--- config.mk ---
export PLATFORM = sky130hd
export DESIGN_NAME = cdf_sample_cell
export DESIGN_NICKNAME = d
export VERILOG_FILES = /design/src/sv/cdf_pkg.sv /design/src/sv/cdf_sample_cell.sv
export SDC_FILE = /design/constraint.sdc
export NUM_CORES = 1
export LEC_CHECK = 0
export BUFFER_PORTS_ARGS = -buffer_cell sky130_fd_sc_hd__buf_4
export CORE_MARGIN = 2
export CORE_UTILIZATION = 25
export DETAILED_ROUTE_END_ITERATION = 12
export PLACE_DENSITY = 0.59
export SYNTH_ARGS = -nofsm -noshare
export SYNTH_HDL_FRONTEND = slang
export SYNTH_SLANG_ARGS = --single-unit
--- constraint.sdc ---
create_clock -name i_clk -period 2.45 [get_ports i_clk]
set_input_delay 0.49 -clock i_clk [delete_from_list [all_inputs] [get_ports i_clk]]
set_output_delay 0.49 -clock i_clk [all_outputs]
set_load 0.01 [all_outputs]
--- src/sv/cdf_pkg.sv ---
// Package for the complex decimating FIR: shared types, codes and fixed widths.
// No dependencies; every other file of the block imports it.
package cdf_pkg;

    localparam int SMP_W      = 16;
    localparam int COEF_W     = 16;
    localparam int PROD_W     = 32;
    localparam int RES_W      = 38;
    localparam int IDX_W      = 6;
    localparam int TAP_CNT_W  = 7;
    localparam int DECIM_W    = 11;
    localparam int PHASE_W    = 10;
    localparam int CFG_IDX_W  = 1;
    localparam int CFG_DATA_W = 11;

    localparam logic [TAP_CNT_W-1:0] TAP_CNT_RST = 7'd64;
    localparam logic [DECIM_W-1:0]   DECIM_RST   = 11'd1;
    localparam logic [DECIM_W-1:0]   DECIM_MAX   = 11'd1024;

    // Configuration register indexes.
    localparam logic [CFG_IDX_W-1:0] CFG_TAP_COUNT  = 1'd0;
    localparam logic [CFG_IDX_W-1:0] CFG_DECIMATION = 1'd1;

    // Input word opcodes.
    localparam logic OP_LOAD   = 1'b0;
    localparam logic OP_SAMPLE = 1'b1;

    typedef enum logic [1:0] {
        ST_IDLE,
        ST_PASS,
        ST_DONE
    } t_state;

    typedef struct packed {
        logic signed [SMP_W-1:0] i;
        logic signed [SMP_W-1:0] q;
    } t_iq;

    typedef struct packed {
        logic shift;
        logic rot_smp;
        logic rot_coef;
    } t_cell_ctl;

endpackage

--- src/sv/cdf_sample_cell.sv ---
// One delay-line cell holding an I/Q sample pair.
// Depends on cdf_pkg for t_iq and t_cell_ctl.
module cdf_sample_cell
    import cdf_pkg::*;
(
    input  logic      i_clk,
    input  t_cell_ctl i_ctl,
    input  t_iq       i_prev,
    input  t_iq       i_next,
    output t_iq       o_smp
);

    t_iq r_smp;

    // New samples enter from the previous cell; during a sum pass the ring turns
    // the other way so every sample reaches cell zero once.
    always_ff @(posedge i_clk) begin
        if (i_ctl.shift) begin
            r_smp <= i_prev;
        end else if (i_ctl.rot_smp) begin
            r_smp <= i_next;
        end
    end

    assign o_smp = r_smp;

endmodule

* After elaboration in Yosys (flattened, before gate mapping)
Cells that the tools add are included.
W data, S select, Z words.
** Storage, ports and cells
- Bits in registers :: 32
- Input port bits :: 68
- Output and inout bits :: 32
- Logic and storage cells :: 5
** Operators by class
- Multiplexer cells :: 2
- Reduce and logical (&&, ||, !) cells :: 1
** Operators with widths (count)
- $mux W32 :: 2
- $reduce_bool A2 Y1 :: 1

* Longest topological paths before layout
- Word-level depth :: 2
- Mapped depth :: 3
- Depth with buffers taken out :: 1

* Least setup slack after synthesis
No wires, ideal clock.
- Path type :: in2reg
- Start :: input port i_ctl[2] (netlist bit)
- End :: register r_smp, in the netlist o_smp[0], enable pin
- Library setup time :: 390 ps
- Arrival :: 1512 ps
- Data required time :: 2060 ps
- Path slack :: 547 ps
- Stages on the path :: 3
- Buffers on the path :: 2
- Path through :: buf_6 > buf_12 > or2_1
** Between the ends
- Cells in the longest elaborated chain, start to end :: 1
** Ends and longest elaborated chain
- from (decl) :: line cdf_sample_cell.sv:7 : input t_cell_ctl i_ctl,
- $reduce_bool A2 Y1 (no line)
- to (signal assigned) :: line cdf_sample_cell.sv:19 : r_smp <= i_prev;
- to (signal assigned) :: line cdf_sample_cell.sv:21 : r_smp <= i_next;
- to (decl) :: line cdf_sample_cell.sv:13 : t_iq r_smp;
No other way between the ends.
A chain may end at the register's enable or synchronous reset.

* Worst setup path after layout
- Start :: input port i_ctl[2] (netlist bit)
- End :: register r_smp, in the netlist o_smp[14], enable pin
The elaborated chain is that of the path after synthesis.

==> results.md <==
- Core area: about 0.0059 mm2
- DRT Pass-1 Iters: 2
- Fin area: roughly 0.0024 mm2
- CP max stage cell: buf_4
- RD Place Congestion: between 0.6 and 0.7
- Syn Area/Cell: approximately 22 um2
- Netlist cell types: 6
- Total gr overflow: 0
- Power per Cell Area: roughly 620 mW/mm2
- GRT Total Usage: approximately a tenth
- Non-filler cells, final: 249
- IO Port Bufs: approximately 100
- Post CTS Setup Buffer Count: 0
- Seq/Total Area, Yosys: ~64%
- Number of fill cells: 561
- Via/cell ratio: ~4.0
- Worst Path Arrival: ~1.3 ns
- Most frequent CP cell: buf_4
- Hold buffers post-CTS: 0
- Critical Path Sink Type: flip-flop
- Clock root cell: clkbuf_8
- ANT cells: 0
- CTS tree: built
- Max cap viols: 0
- Max reg flops: 32
- Layout cells sized above 1: 80.5%
- Max-slew violation count: 0
- DR vias: roughly 1000
- Critical Path Source Type: primary input
- Starting density of the core: between 20% and 30%
- Cells after synthesis: ~70
- VDD IR max: 187 uV
- Layout net count: ~240
- Syn-to-layout area delta: 58.9%
- Syn nets: between 100 and 150
- Clk sinks: 32
- Max_slew headroom: 72.4%
- Final setup TNS: 0 ns
- Max FO, Critical Path: 32
- Die area: about 0.0067 mm2
- RSZ-0062 raised after global routing: no
- 1st-iter DRT viols: 15
- WHS: around 0.51 ns
- Final Cycle Share: 57.4%
- Clk buf depth: 2
- Cell Rows: 28
- Crit-path cells: buf_4 > or2_1 > buf_4
- PostCTS Resize Cnt: 0
- Critical path type: primary input to flip-flop
- Final setup viols: 0
- First-pass GRT wire length: between 4000 and 5000 um
- Remaining antenna violation count: 0
- Shortest period the worst path allows: around 1.4 ns
- Clock-pin slew of the registers on the worst-case setup and hold paths: approximately 0.070 ns
- Lkg Pwr: between 1 and 1.5 nW
- Outcome: completed
- FF+latch count, synth: 32
- DP Area: approximately 0.0023 mm2
- Clock H-tree levels: 2
- Max incr delay on CP: 0.37 ns
- Worst hold path class: primary input to flip-flop
- Fmax: 711 MHz
- DR WL/cell: 14.0 um
- CP required: between 2 and 2.5 ns
- I/O pins: 100
- Vias in the first global route: 1019
- Total power of the final layout: around 1.5 mW
- Initial antenna violation count: 0
- Syn Std Cell Area: 0.00151 mm2
- CTS Buf Count: 5
- Largest net degree at the start of global routing: 33
- Placed Cells: approximately 240
- Worst Tran Pin Value: between 0.4 and 0.5 ns
- Die Y: 81.7 um
- Final Hold Fails: 0
- # DRC: 0
- Synth warn: 0
- Final WL: around 3500 um
- Die width: ~82 um
## metrics by stage
step / setup slack, ns / util (%)
after CTS: 1.01 / 40.7
after global placement: 0.741 / 38.9
final: 1.04 / 40.7
after detailed placement: 0.712 / 38.9
after floorplan: 0.547 / -
after global routing: 0.945 / 40.7
## worst max-delay path: cells and delay by family
| family | cells | cell delay, ns |
|---|---|---|
| simple gates | 1 | 0.16 |
| buf+inv | 2 | 0.67 |
## layer usage
layer  track usage [%]  wire [um]  vias up
met5                 0          0        -
met4              4.50         71        0
met3              4.29        368        6
met2              17.5       1870       55
met1              9.44       1170      467
li1                  -          -      474
## worst paths after layout
path                  startpoint             endpoint  slack (ns)  depth (start not counted)
worst min-delay path   i_prev[2]   o_smp[2]$_DFFE_PP_        0.51                          2
worst max-delay path    i_ctl[2]  o_smp[14]$_DFFE_PP_        1.04                          3
## synthesized netlist by cell type
cell | n | area, um2
buf_12 | 3 | 60.1
buf_6 | 1 | 11.3
edfxtp_1 | 32 | 961
mux2_2 | 3 | 33.8
mux2_4 | 29 | 435
or2_1 | 1 | 6.26
## placed cells by master, fill, tap and decap left out
cell type	n
bufinv_16	1
or2_1	1
clkinv_2	1
buf_4	101
mux2_2	3
edfxtp_1	32
clkbuf_1	1
clkbuf_8	5
mux2_4	29
## where the power goes
group | internal, mW | total (mW) | leakage [nW] | switching [mW]
Combinational | 0.196 | 0.300 | 0.737 | 0.104
Sequential | 0.673 | 0.690 | 0.326 | 0.0172
Clock | 0.302 | 0.492 | 0.0552 | 0.190
## area by class of cell
| class | instances | area [um2] | area share, % |
|---|---|---|---|
| timing repair buffer | 101 | 758 | 31.6 |
| multi-input combinational | 33 | 475 | 19.8 |
| clock inverter | 2 | 35.0 | 1.46 |
| tap | 75 | 93.8 | 3.92 |
| clock buffer | 6 | 72.6 | 3.03 |
| sequential | 32 | 961 | 40.1 |
## logic make-up after synthesis
family        synth area share [%]
flops                         63.7
mux                           31.1
simple gates                 0.415
buf+inv                       4.73
(Power assumes the default switching activity.)
