### src/sv/cdf_pkg.sv
// Package for the complex decimating FIR: shared types, codes and fixed widths.
// No dependencies; every other file of the block imports it.
package cdf_pkg;

    localparam int SMP_W      = 16;
    localparam int COEF_W     = 16;
    localparam int PROD_W     = 32;
    localparam int RES_W      = 38;
    localparam int IDX_W      = 6;
    localparam int TAP_CNT_W  = 7;
    localparam int DECIM_W    = 11;
    localparam int PHASE_W    = 10;
    localparam int CFG_IDX_W  = 1;
    localparam int CFG_DATA_W = 11;

    localparam logic [TAP_CNT_W-1:0] TAP_CNT_RST = 7'd64;
    localparam logic [DECIM_W-1:0]   DECIM_RST   = 11'd1;
    localparam logic [DECIM_W-1:0]   DECIM_MAX   = 11'd1024;

    // Configuration register indexes.
    localparam logic [CFG_IDX_W-1:0] CFG_TAP_COUNT  = 1'd0;
    localparam logic [CFG_IDX_W-1:0] CFG_DECIMATION = 1'd1;

    // Input word opcodes.
    localparam logic OP_LOAD   = 1'b0;
    localparam logic OP_SAMPLE = 1'b1;

    typedef enum logic [1:0] {
        ST_IDLE,
        ST_PASS,
        ST_DONE
    } t_state;

    typedef struct packed {
        logic signed [SMP_W-1:0] i;
        logic signed [SMP_W-1:0] q;
    } t_iq;

    typedef struct packed {
        logic shift;
        logic rot_smp;
        logic rot_coef;
    } t_cell_ctl;

endpackage

### src/sv/cdf_mac.sv
// Complex multiply-accumulate unit fed from the head cells of both rings.
// Depends on cdf_pkg for widths and t_iq.
module cdf_mac
    import cdf_pkg::*;
(
    input  logic                     i_clk,
    input  logic                     i_rst_n,
    input  logic                     i_clear,
    input  logic                     i_take,
    input  logic signed [COEF_W-1:0] i_coef,
    input  t_iq                      i_smp,
    output logic signed [RES_W-1:0]  o_acc_i,
    output logic signed [RES_W-1:0]  o_acc_q
);

    logic                     r_prod_vld;
    logic signed [PROD_W-1:0] r_prod_i;
    logic signed [PROD_W-1:0] r_prod_q;
    logic signed [RES_W-1:0]  r_acc_i;
    logic signed [RES_W-1:0]  r_acc_q;

    always_ff @(posedge i_clk) begin
        if (!i_rst_n) begin
            r_prod_vld <= 1'b0;
        end else begin
            r_prod_vld <= i_take;
        end
    end

    always_ff @(posedge i_clk) begin
        r_prod_i <= PROD_W'(i_coef) * PROD_W'(i_smp.i);
        r_prod_q <= PROD_W'(i_coef) * PROD_W'(i_smp.q);
    end

    // The sums wrap at the result width, like the arithmetic they model.
    always_ff @(posedge i_clk) begin
        if (i_clear) begin
            r_acc_i <= '0;
            r_acc_q <= '0;
        end else if (r_prod_vld) begin
            r_acc_i <= r_acc_i + RES_W'(r_prod_i);
            r_acc_q <= r_acc_q + RES_W'(r_prod_q);
        end
    end

    assign o_acc_i = r_acc_i;
    assign o_acc_q = r_acc_q;

endmodule

### config.mk
export PLATFORM = sky130hd
export DESIGN_NAME = cdf_mac
export DESIGN_NICKNAME = d
export VERILOG_FILES = /design/src/sv/cdf_pkg.sv /design/src/sv/cdf_mac.sv
export SDC_FILE = /design/constraint.sdc
export NUM_CORES = 2
export LEC_CHECK = 0
export BUFFER_PORTS_ARGS = -buffer_cell sky130_fd_sc_hd__buf_2
export CORE_MARGIN = 2
export CORE_UTILIZATION = 65
export CTS_CLUSTER_DIAMETER = 150
export DETAILED_ROUTE_END_ITERATION = 8
export MAX_ROUTING_LAYER = met4
export PLACE_DENSITY = 0.8
export SYNTH_ARGS = -nofsm -noshare
export SYNTH_HDL_FRONTEND = slang
export SYNTH_SLANG_ARGS = --single-unit
### constraint.sdc
create_clock -name i_clk -period 8.3 [get_ports i_clk]
set_clock_uncertainty 0.2 [all_clocks]
set_input_delay 0.415 -clock i_clk [delete_from_list [all_inputs] [get_ports i_clk]]
set_output_delay 0.415 -clock i_clk [all_outputs]
set_load 0.05 [all_outputs]
; ---- Word-level counts from Yosys, hierarchy flattened
; Cells that the tools add are included.
[totals]
word_cells = 9
input_bits = 52
output_inout_bits = 76
reg_bits = 141
[classes]
mul = 2
add_sub_neg = 2
[op_table]
columns = operator, count
row1 = $add A38 B32 Y38, 2
row2 = $mul A16 B16 Y32, 2

; ---- Longest topological paths before layout
[logic_depth]
ltp_word = 1
mapped_depth = 24
ltp_nobuf = 22

; ---- Worst setup path before layout
; OpenSTA, ideal clock, no wires.
[synth_timing]
path_type = input port to flip-flop
from = input i_smp[1] in the netlist's numbering
to = register r_prod_q[30]
slack_ps = 1872
arrival_time_ps = 6146
n_path_buf = 1
setup_time_ps = 82
stages = 21
required_ps = 8018
path_cell_list = clkbuf_1 nand2_1 inv_1 fa_1 fa_1 fa_1 fa_1 fa_1 inv_1 fa_1 inv_1 ha_1 a21o_1 a21o_1 a21o_1 a21oi_1 o21ai_0 nor4_2 nor3_1 or4_1 o2111ai_1
[synth_between]
elab_chain_len = 1
[synth_lines]
columns = element, line
row1 = from (decl), cdf_mac.sv:11  ; input t_iq i_smp,
row2 = $mul A16 B16 Y32, cdf_mac.sv:32  ; r_prod_q <= PROD_W'(i_coef) * PROD_W'(i_smp.q);
row3 = to (signal assigned), cdf_mac.sv:32
row4 = to (decl), cdf_mac.sv:18  ; logic signed [PROD_W-1:0] r_prod_q;
; Every way passes these cells.
; A chain may end at the register's enable or synchronous reset.

; ---- Worst setup path in the final report
[layout_timing]
from = input i_coef[7]
to = register r_prod_q[31]
[layout_between]
elab_chain_len = 1
[layout_lines]
columns = element, line
row1 = from (decl), cdf_mac.sv:10  ; input logic signed [COEF_W-1:0] i_coef,
row2 = $mul A16 B16 Y32, cdf_mac.sv:32
; Every way passes these cells.

==> summary.md <==
| Metric | Value |
|---|---|
| Drt total wl | 67.1 mm |
| Total track usage | approximately 33% |
| Worst Tran Pin Value | 1.01 ns |
| Post-CTS setup buffers | 0 |
| Worst rel slew slack | 32.8% |
| Reg2reg start | o_acc_q[8] |
| Full die area | 43,700 sq um |
| Hold WC Path Type | in -> reg |
| Sink Count | ~140 |
| Nets | 3,911 |
| Hold Path Stages | 2 |
| Die H | 209 microns |
| Vias per inst | 5.86 |
| Drt first pass iters | 7 |
| Critical path endpoint category | register |
| DPL Wire Length | 53.7 mm |
| Worst-path clk slew | approximately 0.060 ns |
| Yosys warnings | 0 |
| Synth-to-layout area growth | 5.68% |
| Cell count along the critical path | 23 |
| Worst setup margin | approximately 1.4 ns |
| Number of DRC markers in iteration 0 | 1,504 |
| CP dominant cell by count | fa_1 |
| RR Endpoint | o_acc_q[37] |
| Most common cell after layout, fill and taps aside | inv_1 |
| Min Clock Period, post-route | between 6 and 7 ns |
| Drt drc | 0 |
| Final core occ | 69.3% |
| Post-cts resize count | 0 |
| Initial core utilization | between 60% and 70% |
| Maxcap violations | 0 |
| Synth Cell Area | 27,300 sq um |
| IO buf count | 127 |
| Endpoints failing setup | 0 |
| Setup WS pre-CTS | 1.09 ns |
| Async set or reset register ratio after synthesis | 0% |
| Count of different cell masters after synthesis | 76 |
| Crit-path cells | buf_2 -> nand2_1 -> fa_1 -> inv_1 -> fa_1 -> inv_1 -> fa_1 -> inv_1 -> fa_1 -> fa_1 -> inv_1 -> fa_1 -> inv_1 -> ha_1 -> nand4_1 -> or2_2 -> a211oi_1 -> o21ai_0 -> a21boi_0 -> o31ai_1 -> a21oi_1 -> nor4_1 -> a311oi_1 |
| Slowest CP cell | fa_1 |
| Most frequent cells in the layout | inv_1, fa_1, nand2_1 |
| Post-synthesis cell count | 3,050 |
| Setup crit start | i_coef[7] |
| CTS tree | done |
| Synth Register Bits | around 140 |
| Antenna viol nets, final | 0 |
| CTS buffer count | 17 |
| Post-synthesis simple-gate area fraction | 16.0% |
| Core ar. | approximately 42,000 sq um |
| Critical path class | in -> reg |
| Synth Area in Adders | 49.5% |
| Final Hold Viols | 0 |
| Layout cells sized above 1 | between 6 and 7% |
| Initial antenna violation count | 5 |
| Worst R2R Path Depth | 10 |
| Clock root buffer | clkbuf_16 |
| Number of buffers on the longest clock path | 2 |
| Largest net degree at the start of global routing | 69 |
| GPL Wtd Cong | ~1 |
| Worst path top cell family by delay | adder cells |
| Gr ovfl total | 0 |
| Top FF cell, synth | dfxtp_1 |
| XOR/XNOR share of the synthesized area | 3.11% |
| Setup_tns | 0 ns |
| Hold-fix buffers at CTS | 2 |
| Number of synthesized flops with an enable pin | 0 |
| Chip width | 209 microns |
| Fraction of synthesized area in multiplexers | between 1 and 1.5% |
| Ports | about 130 |
| Vias in the first global route | 22.9k |
| FP Rows | 75 |
| DP Area | 28,300 sq um |
| Detailed-route via count | 21.4k |
| Largest family of logic cells by synthesized area | adder cells |
| Tcrit/Tclk final | between 80% and 90% |
| Worst skew pair latency | approximately 0.45 ns |
| Critical Path End | r_prod_q[31] |
| First-pass GRT wire length | ~110 mm |
| Design area | 28,900 sq um |
| Sequential area share after synthesis | 10.3% |
| Worst setup SP type | input port |
| WP data arrival | 7.02 ns |
| Post-synthesis net count | around 3.9k |
| Worst stage delay on the critical path | 0.57 ns |
| Avg Inst Size Synth | 8.96 sq um |
| Slew Limit Fails | 0 |
| Fmax achieved | 146 MHz |
| Worst path bufs/invs | 6 |
| Status | completed |
| RSZ-0062 raised after global routing | false |
| Synth Area in Compound Gates | 10.3% |
| R2R setup slack | 4.72 ns |
| Clock H-tree levels | 4 |
| WL per Instance | between 15 and 20 microns |
| CP max FO | 32 |
| CP required | around 8.5 ns |
[sequential cells by signal (all words and copies together) (netlist names)]
register,count
o_acc_i,38
o_acc_q,38
r_prod_i,32
r_prod_q,32
r_prod_vld,1
[how the worst min path moves through the flow]
stage,startpoint,endpoint
6_report,i_smp[16],r_prod_i[0]
5_1_grt,i_smp[16],r_prod_i[0]
4_1_cts,i_smp[16],r_prod_i[0]
3_5_place_dp,o_acc_i[20],o_acc_i[20]
3_3_place_gp,o_acc_i[20],o_acc_i[20]
2_1_floorplan,i_take,r_prod_vld
[layer usage]
layer	wire, microns	track usage, %	up-vias
met5	0	-	-
met4	1900	11.5	0
met3	4980	4.82	153
met2	33500	55.1	864
met1	26700	41.7	10800
li1	-	-	9642
[worst register-to-register path: cells and delay by family, from the launching register on]
| kind | cells | cell delay (ns) |
|---|---|---|
| AOI/OAI and AO/OA | 8 | 2.29 |
| adders and majority gates | 1 | 0.37 |
| DFF | 1 | 0.33 |
| muxes | 1 | 0.30 |
[logic make-up after synthesis]
kind of cell	count (synthesis)
simple gates	886
fa+ha+maj	764
buf+inv	712
compound gates	422
flops	141
xor+xnor	97
mux	28
[cell type report]
| cell class | count | area, sq um |
|---|---|---|
| Fill cell | 3271 | 12800 |
| Timing Repair Buffer | 138 | 723 |
| Multi-Input combinational cell | 2197 | 21800 |
| Antenna cell | 6 | 15.0 |
| Clock inverter | 7 | 90.1 |
| Clock buffer | 23 | 468 |
| Tap cell | 539 | 674 |
| Sequential cell | 141 | 2820 |
| Inverter | 600 | 2250 |
[per-stage QoR]
stage	hold WS [ns]	cells
detailed placement	0.275	3613
CTS	0.168	3645
global route	0.195	3650
global placement	0.271	3613
floorplan	0.337	3050
finish	0.193	3651
[synth_stat cells, drive strengths merged (5+ instances only)]
| cell type | n | area share (%) |
|---|---|---|
| a211o | 5 | 0.16 |
| a211oi | 26 | 0.73 |
| a21boi | 12 | 0.33 |
| a21o | 51 | 1.4 |
| a21oi | 109 | 2.0 |
| a311o | 6 | 0.22 |
| a31o | 5 | 0.16 |
| a31oi | 21 | 0.48 |
| and2 | 257 | 5.9 |
| and3 | 18 | 0.41 |
| clkbuf | 108 | 1.5 |
| dfxtp | 141 | 10 |
| fa | 526 | 39 |
| ha | 238 | 11 |
| inv | 600 | 8.2 |
| mux2i | 25 | 0.92 |
| nand2 | 327 | 4.5 |
| nand2b | 18 | 0.41 |
| nand3 | 19 | 0.35 |
| nand4 | 10 | 0.23 |
| nor2 | 140 | 1.9 |
| nor2b | 20 | 0.46 |
| nor3 | 32 | 0.59 |
| nor3b | 8 | 0.22 |
| nor4 | 7 | 0.18 |
| o211ai | 7 | 0.19 |
| o21a | 21 | 0.58 |
| o21ai | 74 | 1.4 |
| o21bai | 14 | 0.38 |
| o221ai | 5 | 0.16 |
| o22ai | 9 | 0.21 |
| o31a | 6 | 0.19 |
| o31ai | 8 | 0.22 |
| or2 | 6 | 0.14 |
| or3 | 12 | 0.27 |
| xnor2 | 68 | 2.2 |
| xor2 | 29 | 0.93 |
Power is not shown: default switching activity piles up to over one toggle a cycle in this logic, so the estimate is an artifact.
