--- src/sv/cdf_pkg.sv ---
// Package for the complex decimating FIR: shared types, codes and fixed widths.
// No dependencies; every other file of the block imports it.
package cdf_pkg;

    localparam int SMP_W      = 16;
    localparam int COEF_W     = 16;
    localparam int PROD_W     = 32;
    localparam int RES_W      = 38;
    localparam int IDX_W      = 6;
    localparam int TAP_CNT_W  = 7;
    localparam int DECIM_W    = 11;
    localparam int PHASE_W    = 10;
    localparam int CFG_IDX_W  = 1;
    localparam int CFG_DATA_W = 11;

    localparam logic [TAP_CNT_W-1:0] TAP_CNT_RST = 7'd64;
    localparam logic [DECIM_W-1:0]   DECIM_RST   = 11'd1;
    localparam logic [DECIM_W-1:0]   DECIM_MAX   = 11'd1024;

    // Configuration register indexes.
    localparam logic [CFG_IDX_W-1:0] CFG_TAP_COUNT  = 1'd0;
    localparam logic [CFG_IDX_W-1:0] CFG_DECIMATION = 1'd1;

    // Input word opcodes.
    localparam logic OP_LOAD   = 1'b0;
    localparam logic OP_SAMPLE = 1'b1;

    typedef enum logic [1:0] {
        ST_IDLE,
        ST_PASS,
        ST_DONE
    } t_state;

    typedef struct packed {
        logic signed [SMP_W-1:0] i;
        logic signed [SMP_W-1:0] q;
    } t_iq;

    typedef struct packed {
        logic shift;
        logic rot_smp;
        logic rot_coef;
    } t_cell_ctl;

endpackage

--- src/sv/cdf_coef_cell.sv ---
// One coefficient ring cell: loaded by its own write enable, rotates during a pass.
// Depends on cdf_pkg for COEF_W and t_cell_ctl.
module cdf_coef_cell
    import cdf_pkg::*;
(
    input  logic                     i_clk,
    input  t_cell_ctl                i_ctl,
    input  logic                     i_load,
    input  logic signed [COEF_W-1:0] i_load_value,
    input  logic signed [COEF_W-1:0] i_prev,
    output logic signed [COEF_W-1:0] o_coef
);

    logic signed [COEF_W-1:0] r_coef;

    always_ff @(posedge i_clk) begin
        if (i_load) begin
            r_coef <= i_load_value;
        end else if (i_ctl.rot_coef) begin
            r_coef <= i_prev;
        end
    end

    assign o_coef = r_coef;

endmodule

--- config.mk ---
export PLATFORM = sky130hd
export DESIGN_NAME = cdf_coef_cell
export DESIGN_NICKNAME = d
export VERILOG_FILES = /design/src/sv/cdf_pkg.sv /design/src/sv/cdf_coef_cell.sv
export SDC_FILE = /design/constraint.sdc
export NUM_CORES = 1
export LEC_CHECK = 0
export ABC_AREA = 1
export BUFFER_PORTS_ARGS = -buffer_cell sky130_fd_sc_hd__buf_2
export CORE_MARGIN = 2
export CORE_UTILIZATION = 42
export CTS_BUF_LIST = sky130_fd_sc_hd__clkbuf_8 sky130_fd_sc_hd__clkbuf_16
export CTS_CLUSTER_DIAMETER = 60
export CTS_CLUSTER_SIZE = 25
export DETAILED_ROUTE_END_ITERATION = 10
export PLACE_DENSITY = 0.86
export SYNTH_ARGS = -nofsm -noshare
export SYNTH_HDL_FRONTEND = slang
export SYNTH_SLANG_ARGS = --single-unit
export TNS_END_PERCENT = 100
--- constraint.sdc ---
create_clock -name i_clk -period 1.8 [get_ports i_clk]
set_input_delay 0.09 -clock i_clk [delete_from_list [all_inputs] [get_ports i_clk]]
set_output_delay 0.09 -clock i_clk [all_outputs]
set_load 0.01 [all_outputs]
## Word level (Yosys, flattened, before mapping)

Index checks and enable logic that the tools add are counted.

- Output and inout port bits: 16
- Logic and storage cells: 4
- Bits in registers: 16
- Input port bits: 37

- Multiplexer cells: 2
- Reductions and logical operators: 1

Operators with widths:

| kind | count |
|---|---|
| $mux W16 | 2 |
| $reduce_bool A2 Y1 | 1 |

## Longest topological paths before layout

Gate-level depths: netlist of the first run.

- Depth after elaboration: 2
- Gate-level depth with buffers: 5

## Worst setup path after synthesis of the first run

Ideal clock, no wire load.

- Path kind: input to register
- Start point: input port i_load
- End point: register r_coef[0] (netlist: o_coef[0]), enable pin
- Required time: 1427 ps
- Data arrival time: 629 ps
- Setup slack: 799 ps
- Setup time: 373 ps
- Cell stages on the path: 2
- Cells stage by stage: buf_6 -> or2_1

- Longest elaborated chain between the ends: 1

Ends and longest elaborated chain:

| element | RTL line | source |
|---|---|---|
| start: declaration | cdf_coef_cell.sv:8 | `input logic i_load,` |
| $reduce_bool A2 Y1 (no source line) | -- |  |
| end signal: assignment | cdf_coef_cell.sv:18 | `r_coef <= i_load_value;` |
| end signal: assignment | cdf_coef_cell.sv:20 | `r_coef <= i_prev;` |
| end: declaration | cdf_coef_cell.sv:14 | `logic signed [COEF_W-1:0] r_coef;` |

Every way passes these cells.
A chain may end at the register's enable or synchronous reset.

## Worst setup path in the final report of the first run

- Start point: register r_coef[2] (netlist: o_coef[2])
- End point: output port o_coef[2]

RTL lines:

| element | RTL line | source |
|---|---|---|
| end: declaration | cdf_coef_cell.sv:11 | `output logic signed [COEF_W-1:0] o_coef` |

No word-level cell between the ends.

==> metrics.cfg, run 1 <==
[placed_design]
port_buffers = 50
post-dp-hpwl_um = 1120
routabilityCongestion = 0.599
dp.cells = 134

[setup_path]
worstPathCellList = buf_2
arrival_ps = 760
cp_max_fo = 1
crit_type = flop to primary output
path_delay_family = flip-flops
slowest_stage = edfxtp_1
endpoint_kind = primary output
start_kind = flop
worst-path-buf-inv = 1
cpPeakStageDelay_ps = 370
required_ps = 1710

[yosys]
ys_ff_latch = 16
async_flop_share = 0
synth_common_cells = nand2_1 (43), edfxtp_1 (16), nand2_2 (5)
yosysTopAreaCellShare = 0.658
yosysWarningCount = 0
yosysTopAreaCell = edfxtp_1
synth_edf_count = 16
syn_area_sq_um = 731
postSynthCellCount = 69
ys_seq_area_frac = 0.658
yosysUniqueCellTypes = 7
synth-main-ff-cell = edfxtp_1
syn_avg_cell_area_sq_um = 10.6
syn-num-nets = 106
synth_most_common_cell = nand2_1
synthTopCellsByArea = edfxtp_1 (66%), nand2_1 (22%), nand2_2 (4.3%)

[min_path]
hold_depth = 3
min-delay-path-class = input pin to flop
hold_start = i_prev[6]
hold_end = o_coef[6]

[clock_tree]
cts_tree = yes
clock-sinks = 16
cts_resized = 0
cts_buffers = 3
ctsHoldBuffers = 0
root_buffer = clkbuf_8
clk_path_buf_depth = 2
post-cts-setup-buffers = 0
clk_pin_slew_ps = 60
h-tree-depth = 1

[layout]
n_antenna_cell = 0
fin_cells = 138
final_util = 0.599
drive_gt1_frac = 0.496
largest_reg_flops = 16
nets = 159
area.growth.synth_to_final_pct = 38.5

[sta]
fin_hold_ws_ps = 111
period_share = 0.471
fmax_mhz = 1180
slew_viol_final = 0
hold_violations = 0
setup_violations = 0
setup_tns_ps = 0
slew_headroom = 0.574
period_needed_ps = 848
worstMarginPinSlew_ps = 639
rsz0062_at_grt = false

[global_routing]
antenna_found_initial = 0
grt_pass1_vias = 497
grt_pass1_wl_um = 2010
grt_max_degree = 18
grt_usage = 0.135
grt_overflow_total = 0

[status]
status = completed

[detailed_routing]
wl_um = 1520
drc_errors = 0
vias_per_cell = 4.67
drt_iter0_drc = 8
drt_first_pass_iters = 4
num_vias = 644
wl_per_cell_um = 11.0
postRouteAntennaNets = 0

[power]
p_leak_nw = 0.540
peakVddDrop_mv = 0.355
power_density_nw_per_um2 = 863

[floorplanning]
fp.dieH_um = 45.7
dieWidth_um = 45.7
core_area_sq_um = 1690
die_area_sq_um = 2090
io_pins = 53
rows = 15
initial_core_util = 0.433

[flow_run]
max-cap-violations = 0

[report_power, final]
part / leakage (nW) / switching, W / internal, W
registers: 0.165 / 0.00000826 / 0.000458
clock network: 0.0231 / 0.000109 / 0.000151
logic: 0.352 / 0.0000806 / 0.0000677
total: 0.540 / 0.000198 / 0.000676
[final cells by class]
| type | instances | area, sq um |
|---|---|---|
| Timing Repair Buffer | 51 | 258 |
| Inverter | 1 | 8.76 |
| Multi-Input combinational cell | 49 | 199 |
| Tap cell | 17 | 21.3 |
| Clock buffer | 3 | 41.3 |
| Sequential cell | 16 | 480 |
| Fill cell | 142 | 677 |
| Clock inverter | 1 | 3.75 |
[per-layer routing]
layer,global-route usage,vias up,wire length [um]
met5,0,-,0
met4,0.0914,0,14
met3,0.0119,2,143
met2,0.225,38,759
met1,0.163,281,600
li1,-,323,-
[how the worst max path moves through the flow]
stage	from	endpoint	slack, ps	cells past startpoint
floorplan	i_load	o_coef[0]	800	2
global placement	i_load	o_coef[10]	750	2
detailed placement	i_load	o_coef[10]	720	2
CTS	o_coef[0]	o_coef[0]	950	1
global route	o_coef[2]	o_coef[2]	910	1
finish	o_coef[2]	o_coef[2]	950	1
[cell families (layout without fill, tap and decap cells)]
kind of cell,Yosys count,in the layout,synth area share
AND/OR/NAND/NOR,49,49,0.272
flip-flops,16,16,0.658
buffers and inverters,4,56,0.0702
[per-stage QoR]
stage          cell area, sq um  total power [W]  worst slack (ps)
3_3_place_gp                967         0.000617               748
6_report                   1010         0.000874               952
2_1_floorplan               731         0.000550               799
4_1_cts                    1010         0.000881               949
5_1_grt                    1010         0.000916               909
3_5_place_dp                967         0.000623               716
[placed cells by master, fill, tap and decap left out]
master	count
edfxtp_1	16
or2_1	1
nand2_2	5
buf_4	1
clkbuf_8	3
clkinv_1	1
buf_2	50
nand2_1	43
inv_6	1
Power figures use the tool's default switching activity.
==> run 2, diff against run 1 <==
- CORE_UTILIZATION: 42 -> 39
- PLACE_DENSITY: 0.86 -> 0.8
- clock period: 1.8 -> 0.8 ns (I/O delays scaled with it)
==> metrics.cfg, run 2 (same netlist as run 1, synthesis figures left out) <==
[sta]
period_needed_ps = 800
setup_violations = 0  ; unchanged
hold_violations = 0  ; unchanged
slew_headroom = 0.858  ; was 0.574
fin_hold_ws_ps = 61.8  ; was 111 ps
worstMarginPinSlew_ps = 213  ; was 639 ps
rsz0062_at_grt = true  ; was false
slew_viol_final = 0  ; unchanged
period_share = 1.00
setup_tns_ps = 0  ; unchanged
fmax_mhz = 1250

[global_routing]
grt_max_degree = 18  ; unchanged
grt_usage = 0.140  ; was 0.135
grt_pass1_wl_um = 2180  ; was 2010 um
grt_pass1_vias = 544  ; was 497
antenna_found_initial = 0  ; unchanged
grt_overflow_total = 0  ; unchanged

[clock_tree]
root_buffer = clkbuf_8  ; unchanged
cts_resized = 0  ; unchanged
clk_path_buf_depth = 2  ; unchanged
cts_tree = yes  ; unchanged
clock-sinks = 16  ; unchanged
cts_buffers = 3  ; unchanged
h-tree-depth = 1  ; unchanged
clk_pin_slew_ps = 60  ; about the same

[placed_design]
routabilityCongestion = 0.664  ; was 0.599
port_buffers = 50  ; unchanged
postPlaceCellArea_sq_um = 992  ; was 967 sq um
dp.cells = 142  ; was 134
post-dp-hpwl_um = 1160  ; was 1120 um

[setup_path]
path_delay_family = flip-flops  ; unchanged
crit_type = flop to primary output  ; unchanged
worst-path-buf-inv = 1  ; unchanged
cpPeakStageDelay_ps = 370  ; about the same
worstPathCellList = buf_2  ; unchanged
required_ps = 760  ; was 1710 ps
start_kind = flop  ; unchanged
slowest_stage = edfxtp_1  ; unchanged
cp_max_fo = 1  ; unchanged
arrival_ps = 760  ; about the same
worstSetupPathDepth = 1  ; unchanged
endpoint_kind = primary output  ; unchanged

[layout]
final_util = 0.592  ; was 0.599
n_antenna_cell = 0  ; unchanged
nets = 159  ; unchanged
drive_gt1_frac = 0.508  ; was 0.496
fin_cells = 145  ; was 138
final_common_cell = buf_2  ; unchanged
final_cell_mix = buf_2 (50), nand2_1 (43), edfxtp_1 (16), nand2_2 (5), clkbuf_8 (3)  ; unchanged
largest_reg_flops = 16  ; unchanged
area.growth.synth_to_final_pct = 41.4  ; was 38.5%
fin_area_sq_um = 1030  ; was 1010 sq um

[min_path]
min-delay-path-class = input pin to flop  ; unchanged
hold_start = i_prev[0]  ; was i_prev[6]
hold_depth = 3  ; unchanged
hold_end = o_coef[0]  ; was o_coef[6]

[status]
status = completed  ; unchanged

[power]
peakVddDrop_mv = 1.12  ; was 0.355 mV
p_leak_nw = 0.544  ; was 0.540 nW
power_density_nw_per_um2 = 1900  ; was 863 nW/um^2

[flow_run]
max-cap-violations = 0  ; unchanged

[floorplanning]
core_area_sq_um = 1750  ; was 1690 sq um
die_area_sq_um = 2240  ; was 2090 sq um
io_pins = 53  ; unchanged
fp.dieH_um = 47.3  ; was 45.7 um
initial_core_util = 0.419  ; was 0.433
dieWidth_um = 47.3  ; was 45.7 um
rows = 15  ; unchanged

[detailed_routing]
wl_um = 1490  ; was 1520 um
wl_per_cell_um = 10.3  ; was 11.0 um
vias_per_cell = 4.21  ; was 4.67
drt_first_pass_iters = 4  ; unchanged
drt_iter0_drc = 14  ; was 8
postRouteAntennaNets = 0  ; unchanged
num_vias = 610  ; was 644
drc_errors = 0  ; unchanged

-- run 2: cell types whose count changed in the layout (fill, tap and decap cells not counted) --
cell	previous run	this run
clkinv_1	1	0
buf_4	1	0
or2_4	0	1
buf_12	0	1
or2_1	1	0
-- run 2: worst max path at each step --
| stage | slack (ps) | to | start |
|---|---|---|---|
| 2_1_floorplan | 50 | o_coef[0] | i_load |
| 3_3_place_gp | 30 | o_coef[15] | i_load |
| 3_5_place_dp | 20 | o_coef[7] | i_load |
| 4_1_cts | -3 | o_coef[14] | o_coef[14] |
| 5_1_grt | -30 | o_coef[14] | o_coef[14] |
| 6_report | 0.2 | o_coef[14] | o_coef[14] |
-- run 2: where the power goes --
group | internal (W) | switching, W
combinational | 0.000162 | 0.000183
clock | 0.000332 | 0.000238
sequential | 0.00103 | 0.0000188
total | 0.00152 | 0.000439
-- run 2: layout make-up --
cell class | instances | area (sq um)
Fill cell | 149 | 712
Sequential cell | 16 | 480
Timing Repair Buffer | 51 | 270
Multi-Input combinational cell | 49 | 201
Clock buffer | 3 | 41.3
Tap cell | 25 | 31.3
Inverter | 1 | 8.76
-- run 2: timing repair --
| action | CTS | global route |
|---|---|---|
| pin swaps | 0 | 0 |
| setup endpoints to repair | 2 | 13 |
| hold buffers | 0 | 0 |
| gates cloned | 0 | 0 |
| setup buffers | 0 | 0 |
-- run 2: metrics by stage --
step	worst slack (ps)	power [W]
after floorplan	52.8	0.00124
after global placement	30.4	0.00140
after detailed placement	22.9	0.00141
after CTS	-2.52	0.00197
after global routing	-33.9	0.00206
final	0.199	0.00196
-- run 2: per-layer routing --
metal,vias up,routed length [um],global-route usage
li1,323,-,-
met1,265,620,0.155
met2,22,781,0.257
met3,0,90,0.0115
met4,0,0,0.0833
met5,-,0,0
